[src/design/wtsg_pkg.sv]
`timescale 1ns / 1ps
`default_nettype none

package wtsg_pkg;

  localparam int unsigned DIV_STEPS = 10;
  localparam int unsigned DVD_W     = 26;
  localparam int unsigned DVS_W     = 16;
  localparam int unsigned CNT_W     = $clog2(DIV_STEPS);

  localparam logic signed [15:0] INVALID_SAMPLE = 16'sh8000;
  localparam logic [4:0]         MAX_THICKNESS  = 5'd16;

  localparam logic [2:0] REG_ORIGIN_X     = 3'd0;
  localparam logic [2:0] REG_ORIGIN_Y     = 3'd1;
  localparam logic [2:0] REG_PLOT_HEIGHT  = 3'd2;
  localparam logic [2:0] REG_CENTER_VALUE = 3'd3;
  localparam logic [2:0] REG_HALF_SPAN    = 3'd4;
  localparam logic [2:0] REG_THICKNESS    = 3'd5;
  localparam logic [2:0] REG_POS_COLOR    = 3'd6;
  localparam logic [2:0] REG_NEG_COLOR    = 3'd7;

  typedef struct packed {
    logic [9:0]         origin_x;
    logic [9:0]         origin_y;
    logic [9:0]         plot_height;
    logic signed [15:0] center_value;
    logic [14:0]        half_span;
    logic [4:0]         thickness;
    logic [15:0]        pos_color;
    logic [15:0]        neg_color;
  } cfg_t;

  typedef enum logic [1:0] {
    RNG_IN,
    RNG_ABOVE,
    RNG_BELOW
  } range_t;

  typedef enum logic [2:0] {
    S_IDLE,
    S_MUL,
    S_DIVGO,
    S_DIV,
    S_FIN,
    S_EMIT
  } state_t;

endpackage

`default_nettype wire

[src/design/wtsg_cfg.sv]
`timescale 1ns / 1ps
`default_nettype none

module wtsg_cfg (
  input  wire logic         clk,
  input  wire logic         rst_n,
  input  wire logic         cfg_valid,
  input  wire logic [2:0]   cfg_index,
  input  wire logic [15:0]  cfg_data,
  output logic              cfg_ready,
  output wtsg_pkg::cfg_t    cfg
);
  import wtsg_pkg::*;

  cfg_t cfg_r;

  assign cfg_ready = 1'b1;
  assign cfg       = cfg_r;

  always_ff @(posedge clk) begin
    if (!rst_n) begin
      cfg_r.origin_x     <= '0;
      cfg_r.origin_y     <= '0;
      cfg_r.plot_height  <= 10'd1;
      cfg_r.center_value <= '0;
      cfg_r.half_span    <= 15'd1;
      cfg_r.thickness    <= '0;
      cfg_r.pos_color    <= '0;
      cfg_r.neg_color    <= '0;
    end else if (cfg_valid) begin
      case (cfg_index)
        REG_ORIGIN_X:     cfg_r.origin_x     <= cfg_data[9:0];
        REG_ORIGIN_Y:     cfg_r.origin_y     <= cfg_data[9:0];
        REG_PLOT_HEIGHT:  cfg_r.plot_height  <= cfg_data[9:0];
        REG_CENTER_VALUE: cfg_r.center_value <= $signed(cfg_data);
        REG_HALF_SPAN:    cfg_r.half_span    <= cfg_data[14:0];
        REG_THICKNESS:    cfg_r.thickness    <= cfg_data[4:0];
        REG_POS_COLOR:    cfg_r.pos_color    <= cfg_data;
        REG_NEG_COLOR:    cfg_r.neg_color    <= cfg_data;
        default: ;
      endcase
    end
  end

endmodule

`default_nettype wire

[src/design/wtsg_div.sv]
`timescale 1ns / 1ps
`default_nettype none

module wtsg_div (
  input  wire logic                          clk,
  input  wire logic                          rst_n,
  input  wire logic                          start,
  input  wire logic [wtsg_pkg::DVD_W-1:0]    dividend,
  input  wire logic [wtsg_pkg::DVS_W-1:0]    divisor,
  output logic                               done,
  output logic [wtsg_pkg::DIV_STEPS-1:0]     quotient
);
  import wtsg_pkg::*;

  logic [DVS_W-1:0]     rem_r;
  logic [DVS_W-1:0]     dvs_r;
  logic [DIV_STEPS-1:0] quo_r;
  logic [CNT_W-1:0]     cnt_r;
  logic                 busy_r;
  logic                 done_r;
  logic [DVS_W+1:0]     shifted;
  logic [DVS_W+1:0]     trial;

  assign shifted  = {1'b0, rem_r, quo_r[DIV_STEPS-1]};
  assign trial    = shifted - {2'b00, dvs_r};
  assign done     = done_r;
  assign quotient = quo_r;

  always_ff @(posedge clk) begin
    if (!rst_n) begin
      busy_r <= 1'b0;
      done_r <= 1'b0;
      cnt_r  <= '0;
    end else begin
      done_r <= 1'b0;
      if (start) begin
        busy_r <= 1'b1;
        cnt_r  <= '0;
      end else if (busy_r) begin
        cnt_r <= cnt_r + 1'b1;
        if (cnt_r == CNT_W'(DIV_STEPS - 1)) begin
          busy_r <= 1'b0;
          done_r <= 1'b1;
        end
      end
    end
  end

  always_ff @(posedge clk) begin
    if (start) begin
      rem_r <= dividend[DVD_W-1:DIV_STEPS];
      quo_r <= dividend[DIV_STEPS-1:0];
      dvs_r <= divisor;
    end else if (busy_r) begin
      if (!trial[DVS_W+1]) begin
        rem_r <= trial[DVS_W-1:0];
      end else begin
        rem_r <= shifted[DVS_W-1:0];
      end
      quo_r <= {quo_r[DIV_STEPS-2:0], ~trial[DVS_W+1]};
    end
  end

endmodule

`default_nettype wire

[src/design/waveform_trace_span_generator_top.sv]
// Each row mapping runs the multiply, the divider load, ten divider steps and divider done,
// then a settle state sets up the spans; the first span is offered once the sample is
// mapped in dot mode, and once the sample and the zero line are mapped in solid mode.
// One item at a time; a first sample maps only the sample; an item that emits nothing
// ends after the settle state; output stalls hold the item in the emit state.
// Reset (rst_n low, synchronous) restores register defaults, clears prev_row/col_pos.
`timescale 1ns / 1ps
`default_nettype none

module waveform_trace_span_generator_top (
  input  wire logic               clk,
  input  wire logic               rst_n,
  input  wire logic               in_valid,
  output logic                    in_ready,
  input  wire logic signed [15:0] in_sample,
  input  wire logic               in_first,
  output logic                    out_valid,
  input  wire logic               out_ready,
  output logic [10:0]             out_column,
  output logic [10:0]             out_row_start,
  output logic [10:0]             out_row_end,
  output logic [15:0]             out_color,
  output logic                    out_last,
  input  wire logic               cfg_valid,
  output logic                    cfg_ready,
  input  wire logic [2:0]         cfg_index,
  input  wire logic [15:0]        cfg_data
);
  import wtsg_pkg::*;

  cfg_t     cfg;
  logic     div_start;
  logic     div_done;
  state_t   state_r, state_nxt;

  logic signed [15:0] smp_r;
  logic               first_r;
  logic               zero_pass_r;
  range_t             pos_r, zpos_r;
  logic [9:0]         rel_r, zrel_r;
  logic [DVD_W-1:0]   prod_r;
  logic [10:0]        prev_row_r, col_pos_r, col_base_r;
  logic [10:0]        rs_r, re_r;
  logic [15:0]        color_r;
  logic               dot_r;
  logic [4:0]         t_r;
  logic [3:0]         k_r;
  logic [DIV_STEPS-1:0] quotient;

  wtsg_cfg u_cfg (
    .clk       (clk),
    .rst_n     (rst_n),
    .cfg_valid (cfg_valid),
    .cfg_index (cfg_index),
    .cfg_data  (cfg_data),
    .cfg_ready (cfg_ready),
    .cfg       (cfg)
  );

  logic [14:0]        span;
  logic [15:0]        op;
  logic signed [17:0] top18, bot18, op18, diff18;
  range_t             cls;

  assign span   = (cfg.half_span == '0) ? 15'd1 : cfg.half_span;
  assign op     = zero_pass_r ? 16'd0 : smp_r;
  assign top18  = {{2{cfg.center_value[15]}}, cfg.center_value} + $signed({3'b000, span});
  assign bot18  = {{2{cfg.center_value[15]}}, cfg.center_value} - $signed({3'b000, span});
  assign op18   = {{2{op[15]}}, op};
  assign diff18 = top18 - op18;

  always_comb begin
    if (op18 > top18) begin
      cls = RNG_ABOVE;
    end else if (op18 < bot18) begin
      cls = RNG_BELOW;
    end else begin
      cls = RNG_IN;
    end
  end

  wtsg_div u_div (
    .clk      (clk),
    .rst_n    (rst_n),
    .start    (div_start),
    .dividend (prod_r),
    .divisor  ({span, 1'b0}),
    .done     (div_done),
    .quotient (quotient)
  );

  logic [10:0] oy11, bottom, rowrel, zrow, cur, lo, hi, ys, ye, ys_raw, ye_raw;
  logic [4:0]  t_eff;
  logic [11:0] end12;
  logic [10:0] end11;
  logic        draw, valid_smp, need_zero, emit_go, out_acc, dot_mode;

  assign oy11      = {1'b0, cfg.origin_y};
  assign bottom    = oy11 + {1'b0, cfg.plot_height};
  assign rowrel    = oy11 + {1'b0, rel_r};
  assign zrow      = oy11 + {1'b0, zrel_r};
  assign t_eff     = (cfg.thickness > MAX_THICKNESS) ? MAX_THICKNESS : cfg.thickness;
  assign dot_mode  = (cfg.thickness != '0);
  assign valid_smp = (smp_r != INVALID_SAMPLE);
  assign need_zero = !zero_pass_r && !dot_mode && !first_r;
  assign out_acc   = out_valid && out_ready;

  always_comb begin
    case (pos_r)
      RNG_ABOVE: cur = oy11;
      RNG_BELOW: cur = bottom;
      default:   cur = rowrel;
    endcase
  end

  assign lo    = (cur < prev_row_r) ? cur : prev_row_r;
  assign hi    = (cur < prev_row_r) ? prev_row_r : cur;
  assign end12 = (lo < hi) ? ({1'b0, hi} + {7'b0, t_eff} - 12'd2)
                           : ({1'b0, lo} + {7'b0, t_eff} - 12'd1);
  assign end11 = end12[11] ? 11'h7FF : end12[10:0];

  always_comb begin
    draw   = 1'b1;
    ys_raw = '0;
    ye_raw = '0;
    case (pos_r)
      RNG_ABOVE: begin
        case (zpos_r)
          RNG_ABOVE: draw = 1'b0;
          RNG_BELOW: begin ys_raw = oy11; ye_raw = bottom; end
          default:   begin ys_raw = oy11; ye_raw = zrow; end
        endcase
      end
      RNG_BELOW: begin
        case (zpos_r)
          RNG_ABOVE: begin ys_raw = oy11; ye_raw = bottom; end
          RNG_BELOW: draw = 1'b0;
          default:   begin ys_raw = zrow; ye_raw = bottom; end
        endcase
      end
      default: begin
        case (zpos_r)
          RNG_ABOVE: begin ys_raw = oy11; ye_raw = rowrel; end
          RNG_BELOW: begin ys_raw = rowrel; ye_raw = bottom; end
          default:   begin ys_raw = zrow; ye_raw = rowrel; end
        endcase
      end
    endcase
  end

  assign ys = (ys_raw > ye_raw) ? ye_raw : ys_raw;
  assign ye = (ys_raw > ye_raw) ? ys_raw : ye_raw;

  assign emit_go = !first_r && valid_smp && (dot_mode ? (pos_r == RNG_IN) : draw);

  always_comb begin
    state_nxt = state_r;
    case (state_r)
      S_IDLE:  if (in_valid) state_nxt = S_MUL;
      S_MUL:   state_nxt = S_DIVGO;
      S_DIVGO: state_nxt = S_DIV;
      S_DIV:   if (div_done) state_nxt = need_zero ? S_MUL : S_FIN;
      S_FIN:   state_nxt = emit_go ? S_EMIT : S_IDLE;
      S_EMIT:  if (out_acc && out_last) state_nxt = S_IDLE;
      default: state_nxt = S_IDLE;
    endcase
  end

  always_comb begin
    in_ready  = (state_r == S_IDLE);
    out_valid = (state_r == S_EMIT);
    div_start = (state_r == S_DIVGO);
  end

  always_ff @(posedge clk) begin
    if (!rst_n) begin
      state_r    <= S_IDLE;
      prev_row_r <= '0;
      col_pos_r  <= '0;
    end else begin
      state_r <= state_nxt;
      if (state_r == S_FIN) begin
        prev_row_r <= cur;
        col_pos_r  <= first_r ? ({1'b0, cfg.origin_x} + 11'd1) : (col_pos_r + 11'd1);
      end
    end
  end

  always_ff @(posedge clk) begin
    case (state_r)
      S_IDLE: begin
        if (in_valid) begin
          smp_r       <= in_sample;
          first_r     <= in_first;
          zero_pass_r <= 1'b0;
        end
      end
      S_MUL: begin
        prod_r <= {10'd0, diff18[15:0]} * {16'd0, cfg.plot_height};
        if (zero_pass_r) begin
          zpos_r <= cls;
        end else begin
          pos_r <= cls;
        end
      end
      S_DIV: begin
        if (div_done) begin
          if (zero_pass_r) begin
            zrel_r <= quotient;
          end else begin
            rel_r <= quotient;
          end
          zero_pass_r <= need_zero;
        end
      end
      S_FIN: begin
        col_base_r <= col_pos_r;
        dot_r      <= dot_mode;
        t_r        <= t_eff;
        k_r        <= '0;
        if (dot_mode) begin
          rs_r    <= lo;
          re_r    <= end11;
          color_r <= cfg.pos_color;
        end else begin
          rs_r    <= ys;
          re_r    <= ye;
          color_r <= (smp_r > 16'sd0) ? cfg.pos_color : cfg.neg_color;
        end
      end
      S_EMIT: begin
        if (out_acc && !out_last) k_r <= k_r + 4'd1;
      end
      default: ;
    endcase
  end

  assign out_column    = col_base_r + {7'b0, k_r};
  assign out_row_start = rs_r;
  assign out_row_end   = re_r;
  assign out_color     = color_r;
  assign out_last      = !dot_r || ({1'b0, k_r} == (t_r - 5'd1));

endmodule

`default_nettype wire

[config.mk]
export PLATFORM = sky130hd
export DESIGN_NAME = waveform_trace_span_generator_top
export DESIGN_NICKNAME = d
export VERILOG_FILES = /design/src/design/wtsg_pkg.sv /design/src/design/wtsg_cfg.sv /design/src/design/wtsg_div.sv /design/src/design/waveform_trace_span_generator_top.sv
export SDC_FILE = /design/constraint.sdc
export NUM_CORES = 1
export LEC_CHECK = 0
export ABC_AREA = 1
export BUFFER_PORTS_ARGS = -buffer_cell sky130_fd_sc_hd__buf_2
export CORE_AREA = 2 2 323 325
export CTS_CLUSTER_SIZE = 25
export DETAILED_ROUTE_END_ITERATION = 10
export DIE_AREA = 0 0 325 327
export GPL_TIMING_DRIVEN = 0
export PLACE_DENSITY = 0.39
export SKIP_CTS_REPAIR_TIMING = 1
export SYNTH_ARGS = -nofsm -noshare
export SYNTH_HDL_FRONTEND = slang
export SYNTH_SLANG_ARGS = --single-unit
export TNS_END_PERCENT = 50
[constraint.sdc]
create_clock -name clk -period 12.26 [get_ports clk]
set_input_delay 2.452 -clock clk [delete_from_list [all_inputs] [get_ports clk]]
set_output_delay 2.452 -clock clk [all_outputs]
set_load 0.01 [all_outputs]
==> flow_summary.yaml, run 1 <==
setup_path:
  criticalPathCategory: "flop to flop"
  cp-end-kind: "flop"
  cp.required_ns: 12.56
  path_max_fanout: 7
  cpMostUsedCell: "fa_1"
  worst_ep_arrival_time_ns: 10.33
  slowest_stage: "xor2_1"
  regToRegSetupSlack_ns: 2.23
  cp_slowest_stage_delay_ns: 0.68
  crit_path_start_kind: "flop"
placement:
  dpl_cell_area_um2: 26740
  place_hpwl_mm: 65.87
  dp_slack_ns: 2.158
  place_inst: 4594
  gp_routability_congestion: 0.8592
  portBuffers: 91
power_and_ir_drop:
  p_comb_share_pct: 66.8
  power_mw: 8.185
  p_sw_share_pct: 50.74
  powerDensity_nw_per_um2: 292.5
  internal_power_mw: 4.032
  clkPwrFrac_pct: 13.8
  power_switching_mw: 4.154
  leakage_nw: 13.29
  max-vdd-ir-drop_mv: 0.3632
  p_seq_share_pct: 19.4
timing:
  fin_crit_ns: 10.03
  worst_slack_ns: 2.228
  fin_setup_tns_ns: 0
  fin_skew_ns: 0.03173
  rsz0062_at_grt: "false"
  hold_ws_ns: 0.4485
  max_clock_freq_ghz: 0.09968
  fin_crit_sh_pct: 81.83
  maxSlewHeadroom_pct: 22.72
  worst_slew_pin_slew_ns: 1.158
  setup_violations: 0
  slew_viol_final: 0
  hold_violations: 0
final_layout:
  final_cells: 4664
  post-route-util_pct: 27.20
  syn_to_final_growth_pct: 14.30
  stdcell_area_um2: 27990
  drive_gt1_share_pct: 6.760
  nNetsFinal: 3664
  antennaDiodeCount: 0
detailed_routing:
  wl_met3_mm: 2.576
  drc: 0
  met2_length_mm: 37.09
  vias: 20480
  routed_wl_mm: 81.38
  top_layer: "met5"
  drt_first_iter_violations: 1226
  wl_met1_mm: 39.85
  viasPerCell: 4.392
  antenna_left: 0
  routedWlPerCell_um: 17.45
  drt_first_pass_iters: 6
yosys:
  avgSynthCellArea_um2: 7.850
  ys.flop_type: "edfxtp_1"
  synth_area_um2: 24480
  synth_edf_count: 168
  ys_seq_elements: 297
  async_reset_ff_share_pct: 0
  synth.distinct_cells: 58
  yosysWarnings: 0
  synth_cells: 3119
  ys_seq_area_share_pct: 31.15
  synth_fp_nets: 3529
clock_network:
  cts.clk_slew.worst_paths_ns: 0.06
  cts_tree: "built"
  cts_max_path_buffers: 3
  cts.sinks: 297
  cts_buffers: 38
  cts_root_buf: "clkbuf_16"
  insertion_delay_ns: 0.59
  htreeDepth: 2
die:
  dieWidth_um: 325
  ios: 94
  core_area_um2: 102900
  rows: 118
  die_y_um: 327
  start_util_pct: 23.79
  design.die.area_um2: 106300
global_route:
  grt_max_degree: 49
  grt_pass1_wl_mm: 125.0
  grtUsageTotal_pct: 15.23
  overflow: 0
  grt_antenna_before_repair: 4
  grt_pass1_vias: 20560
status:
  status: "completed"
min_path:
  min_path_type: "flop to flop"
flow_run:
  cap_viol_max_count: 0
## kinds of logic (layout without fill, tap and decap cells)
| kind of cell | after synthesis | count (layout) | share of synthesized area (%) |
|---|---|---|---|
| buf+inv | 593 | 758 | 9.316 |
| other cells | 1 | 1 | 0.01532 |
| flops | 297 | 297 | 31.15 |
| compound gates | 576 | 576 | 12.75 |
| simple gates | 1146 | 1146 | 19.16 |
| fa+ha+maj | 369 | 369 | 22.54 |
| mux | 17 | 17 | 0.7768 |
| xor+xnor | 120 | 120 | 4.293 |
## final cells by class
class                      count  area (um^2)
buffer                       103        444.2
multi-input combinational   2229        14580
clock inverter                25        234.0
inverter                     490         1842
fill                       11420        74920
clock buffer                  45         1008
sequential                   297         7627
timing repair buffer          95        520.5
tap                         1380         1727
## cell usage in the layout, fill, tap and decap left out, drive strengths merged, types with 2 or more instances in the layout
cell type | Yosys | layout
nor3 | 31 | 31
clkbuf | 83 | 128
bufinv | 0 | 2
o31ai | 5 | 5
a31oi | 6 | 6
o211a | 2 | 2
a211oi | 3 | 3
nor2 | 342 | 342
clkinvlp | 0 | 4
o221ai | 5 | 5
nand2 | 605 | 605
o22ai | 9 | 9
fa | 120 | 120
nand3b | 5 | 5
o21a | 4 | 4
a21oi | 226 | 226
inv | 486 | 491
or2 | 8 | 8
edfxtp | 168 | 168
a21o | 6 | 6
buf | 20 | 115
nand3 | 110 | 110
o21bai | 11 | 11
and2 | 8 | 8
a32o | 8 | 8
xnor2 | 38 | 38
nand4 | 27 | 27
a21boi | 6 | 6
o21ai | 268 | 268
mux2 | 16 | 16
ha | 249 | 249
xor2 | 82 | 82
clkinv | 4 | 18
dfxtp | 129 | 129
o211ai | 13 | 13
nor4 | 8 | 8
## routing by layer
layer / vias to the layer above / global-route usage (%)
met5: - / 0
met3: 88 / 1.756
met1: 9622 / 21.03
met2: 343 / 25.26
li1: 10430 / -
met4: 4 / 3.885
## flip-flops by register name, summed over array words and instances, names as in the netlist, 10 cells and up
| register | count |
|---|---|
| col_base_r | 11 |
| col_pos_r | 11 |
| out_color | 16 |
| out_row_end | 11 |
| out_row_start | 11 |
| prev_row_r | 11 |
| prod_r | 26 |
| rel_r | 10 |
| smp_r | 16 |
| u_cfg.cfg | 98 |
| u_div.dvs_r | 15 |
| u_div.quotient | 10 |
| u_div.rem_r | 16 |
| zrel_r | 10 |
## path summary, 6_finish.rpt
kind | from | endpoint | cells past startpoint
setup / recovery | u_cfg.cfg[46]$_SDFFE_PN0P_ | prod_r[25]$_DFFE_PN_ | 40
hold / removal | col_pos_r[7]$_SDFFE_PN0P_ | col_base_r[7]$_DFFE_PP_ | 0
setup reg to reg | u_cfg.cfg[46]$_SDFFE_PN0P_ | prod_r[25]$_DFFE_PN_ | 40
hold reg to reg | col_pos_r[7]$_SDFFE_PN0P_ | col_base_r[7]$_DFFE_PP_ | 0
## power groups by stage
stage               clock [mW]  sequential [mW]  combinational (mW)
global placement             0             1.63                5.54
floorplan                    0             1.57                3.97
global route              1.20             1.62                6.24
finish                    1.13             1.59                5.47
detailed placement           0             1.62                5.53
CTS                       1.16             1.60                5.57
## critical path, delay by kind of cell, from the launching register on
family	cells	cell delay, ns
compound gates	12	2.38
buf+inv	5	0.33
xor+xnor	3	1.11
flops	1	0.30
fa+ha+maj	9	3.91
simple gates	11	1.69
## Yosys cell counts, types with 11 or more instances
| master | number | area share [%] |
|---|---|---|
| edfxtp_1 | 168 | 21 |
| o21ai_0 | 236 | 4.8 |
| dfxtp_1 | 129 | 11 |
| nor3_1 | 31 | 0.63 |
| ha_1 | 249 | 13 |
| fa_1 | 120 | 9.8 |
| a21oi_1 | 224 | 4.6 |
| xor2_1 | 82 | 2.9 |
| o21ai_1 | 30 | 0.61 |
| clkbuf_1 | 83 | 1.3 |
| xnor2_1 | 38 | 1.4 |
| mux2_2 | 16 | 0.74 |
| nor2_1 | 340 | 5.2 |
| o21bai_1 | 11 | 0.34 |
| o211ai_1 | 13 | 0.40 |
| inv_1 | 479 | 7.3 |
| nand2_1 | 595 | 9.1 |
| nand3_1 | 109 | 2.2 |
| nand4_1 | 27 | 0.69 |
(Power assumes the default switching activity.)
==> run 2: changes to the inputs <==
--- a/config.mk
+++ b/config.mk
@@ -12,7 +12,7 @@
 export DETAILED_ROUTE_END_ITERATION = 10
 export DIE_AREA = 0 0 325 327
 export GPL_TIMING_DRIVEN = 0
-export PLACE_DENSITY = 0.39
+export PLACE_DENSITY = 0.4
 export SKIP_CTS_REPAIR_TIMING = 1
 export SYNTH_ARGS = -nofsm -noshare
 export SYNTH_HDL_FRONTEND = slang
==> constraint.sdc (replaced) <==
create_clock -name clk -period 8.4 [get_ports clk]
set_input_delay 1.68 -clock clk [delete_from_list [all_inputs] [get_ports clk]]
set_output_delay 1.68 -clock clk [all_outputs]
set_load 0.01 [all_outputs]
==> run 2 against run 1 <==
  * The flow now finishes with violations (setup timing)
  * Sequential cell count is the same
  * Sequential power is 46% higher
  * Via count grew 0.54%
  * Fmax rose by 17%
  * First-iteration DRC count rose by 10%
  * Design area up 4.0%
  * Wire length about the same
  * Non-clock buffer count increased by 45
  * Clock power up 44%
  * Die area unchanged
  * Clock-buffer cell count grew 5
  * Critical path type unchanged
==> flow_summary.yaml, run 2 (same netlist as run 1, synthesis figures left out) <==
timing:
  slew_viol_final: 0
  rsz0062_at_grt: "true"
  hold_ws_ns: 0.4503
  worst_slew_pin_slew_ns: 1.214
  fin_crit_sh_pct: 101.8
  max_clock_freq_ghz: 0.1169
  maxSlewHeadroom_pct: 18.99
  fin_skew_ns: 0.02614
  hold_violations: 0
  setup_violations: 3
  worst_slack_ns: -0.1534
  fin_crit_ns: 8.553
power_and_ir_drop:
  leakage_nw: 13.66
  powerDensity_nw_per_um2: 433.9
  p_sw_share_pct: 50.01
  clkPwrFrac_pct: 12.9
  internal_power_mw: 6.313
  max-vdd-ir-drop_mv: 0.5289
  power_switching_mw: 6.315
  p_comb_share_pct: 68.7
  p_seq_share_pct: 18.4
final_layout:
  regArea_um2: 7630
  final_common_cell: "nand2_1"
  stdcell_area_um2: 29100
  antennaDiodeCount: 0
  fillers: 11270
  post-route-util_pct: 28.28
  syn_to_final_growth_pct: 18.86
  drive_gt1_share_pct: 11.82
  final_cell_mix: "nand2_1 (568), inv_1 (460), nor2_1 (336)"
  nNetsFinal: 3707
  largest_reg_flops: 98
  multiInputGateArea_um2: 15340
setup_path:
  path_max_fanout: 5
  rr_startpoint: "u_cfg.cfg[45]$_SDFFE_PN0P_"
  rr_endpoint: "prod_r[23]$_DFFE_PN_"
  crit_path_start_kind: "flop"
  regToRegSetupSlack_ns: -0.15
  cp-end-kind: "flop"
  criticalPathCategory: "flop to flop"
  cp.required_ns: 8.71
  worst_ep_arrival_time_ns: 8.86
  rr_worst_depth: 39
  cp_slowest_stage_delay_ns: 0.52
  slowest_stage: "fa_1"
  cpMostUsedCell: "fa_1"
placement:
  dpl_cell_area_um2: 26740
  gp_routability_congestion: 0.8631
  place_hpwl_mm: 65.07
  portBuffers: 91
detailed_routing:
  routedWlPerCell_um: 17.31
  drt_first_pass_iters: 5
  viasPerCell: 4.377
  drc: 0
  routed_wl_mm: 81.46
  drt_first_iter_violations: 1352
  antenna_left: 0
  vias: 20590
die:
  dieWidth_um: 325
  core_area_um2: 102900
  ios: 94
  design.die.area_um2: 106300
  rows: 118
  die_y_um: 327
  start_util_pct: 23.79
global_route:
  overflow: 0
  grt_antenna_before_repair: 3
  grt_max_degree: 37
  grt_pass1_vias: 20420
  grt_pass1_wl_mm: 123.6
  grtUsageTotal_pct: 15.06
clock_network:
  cts_max_path_buffers: 3
  cts_tree: "built"
  cts_root_buf: "clkbuf_16"
  insertion_delay_ns: 0.58
  cts.clk_slew.worst_paths_ns: 0.06
  htreeDepth: 2
  cts.sinks: 297
  cts_buffers: 36
status:
  violations: "setup timing"
  status: "finished, violations left"
flow_run:
  cap_viol_max_count: 0
min_path:
  min_from: "col_pos_r[10]$_SDFFE_PN0P_"
  min_path_type: "flop to flop"
  holdPathEnd: "col_base_r[10]$_DFFE_PP_"
  whs_path_depth: 0
run 2: area by class of cell:
class	instances	share of cell area [%]
sequential	297	26.22
clock buffer	50	3.624
tap	1380	5.933
timing repair buffer	141	3.074
buffer	102	1.513
inverter	490	6.329
multi-input combinational	2229	52.73
clock inverter	16	0.5804
run 2: layer usage:
layer | global-route usage (%) | share of wire (%) | vias to the layer above
li1 | - | - | 10500
met1 | 20.98 | 49 | 9652
met2 | 24.93 | 46 | 345
met3 | 1.895 | 3.5 | 96
met4 | 3.150 | 2.3 | 4
met5 | 0 | 0.033 | -
run 2: worst max path at each step:
stage | from | to | slack, ns | cells after the start
final | u_cfg.cfg[45]$_SDFFE_PN0P_ | prod_r[23]$_DFFE_PN_ | -0.15 | 39
after global routing | u_cfg.cfg[45]$_SDFFE_PN0P_ | prod_r[25]$_DFFE_PN_ | -0.63 | 40
after CTS | u_cfg.cfg[46]$_SDFFE_PN0P_ | prod_r[25]$_DFFE_PN_ | -1.65 | 41
after detailed placement | u_cfg.cfg[46]$_SDFFE_PN0P_ | prod_r[25]$_DFFE_PN_ | -1.60 | 41
after global placement | u_cfg.cfg[48]$_SDFFE_PN0P_ | prod_r[25]$_DFFE_PN_ | -1.69 | 41
after floorplan | u_cfg.cfg[48]$_SDFFE_PN0P_ | prod_r[23]$_DFFE_PN_ | 0.45 | 39
run 2: power by group through the flow:
| stage | combinational (mW) | clock (mW) | sequential [mW] |
|---|---|---|---|
| global route | 9.79 | 1.73 | 2.36 |
| detailed placement | 8.02 | 0 | 2.36 |
| global placement | 8.03 | 0 | 2.38 |
| finish | 8.68 | 1.63 | 2.32 |
| CTS | 8.07 | 1.68 | 2.33 |
| floorplan | 5.80 | 0 | 2.30 |
run 2: worst max-delay path, delay by kind of cell, from the launching register on:
kind | cells | cell delay (ns)
compound gates | 9 | 1.56
xor+xnor | 3 | 0.55
buf+inv | 6 | 0.40
simple gates | 12 | 1.69
fa+ha+maj | 9 | 3.77
flops | 1 | 0.33
run 2: stage by stage:
stage               TNS [ns]  setup WS [ns]  power (mW)  std cells
global placement      -13.87         -1.693       10.41       4590
detailed placement    -12.89         -1.604       10.38       4594
finish               -0.4309        -0.1534       12.63       4705
global route          -3.357        -0.6328       13.88       4705
floorplan                  0         0.4473       8.096       3119
CTS                   -13.49         -1.650       12.08       4660
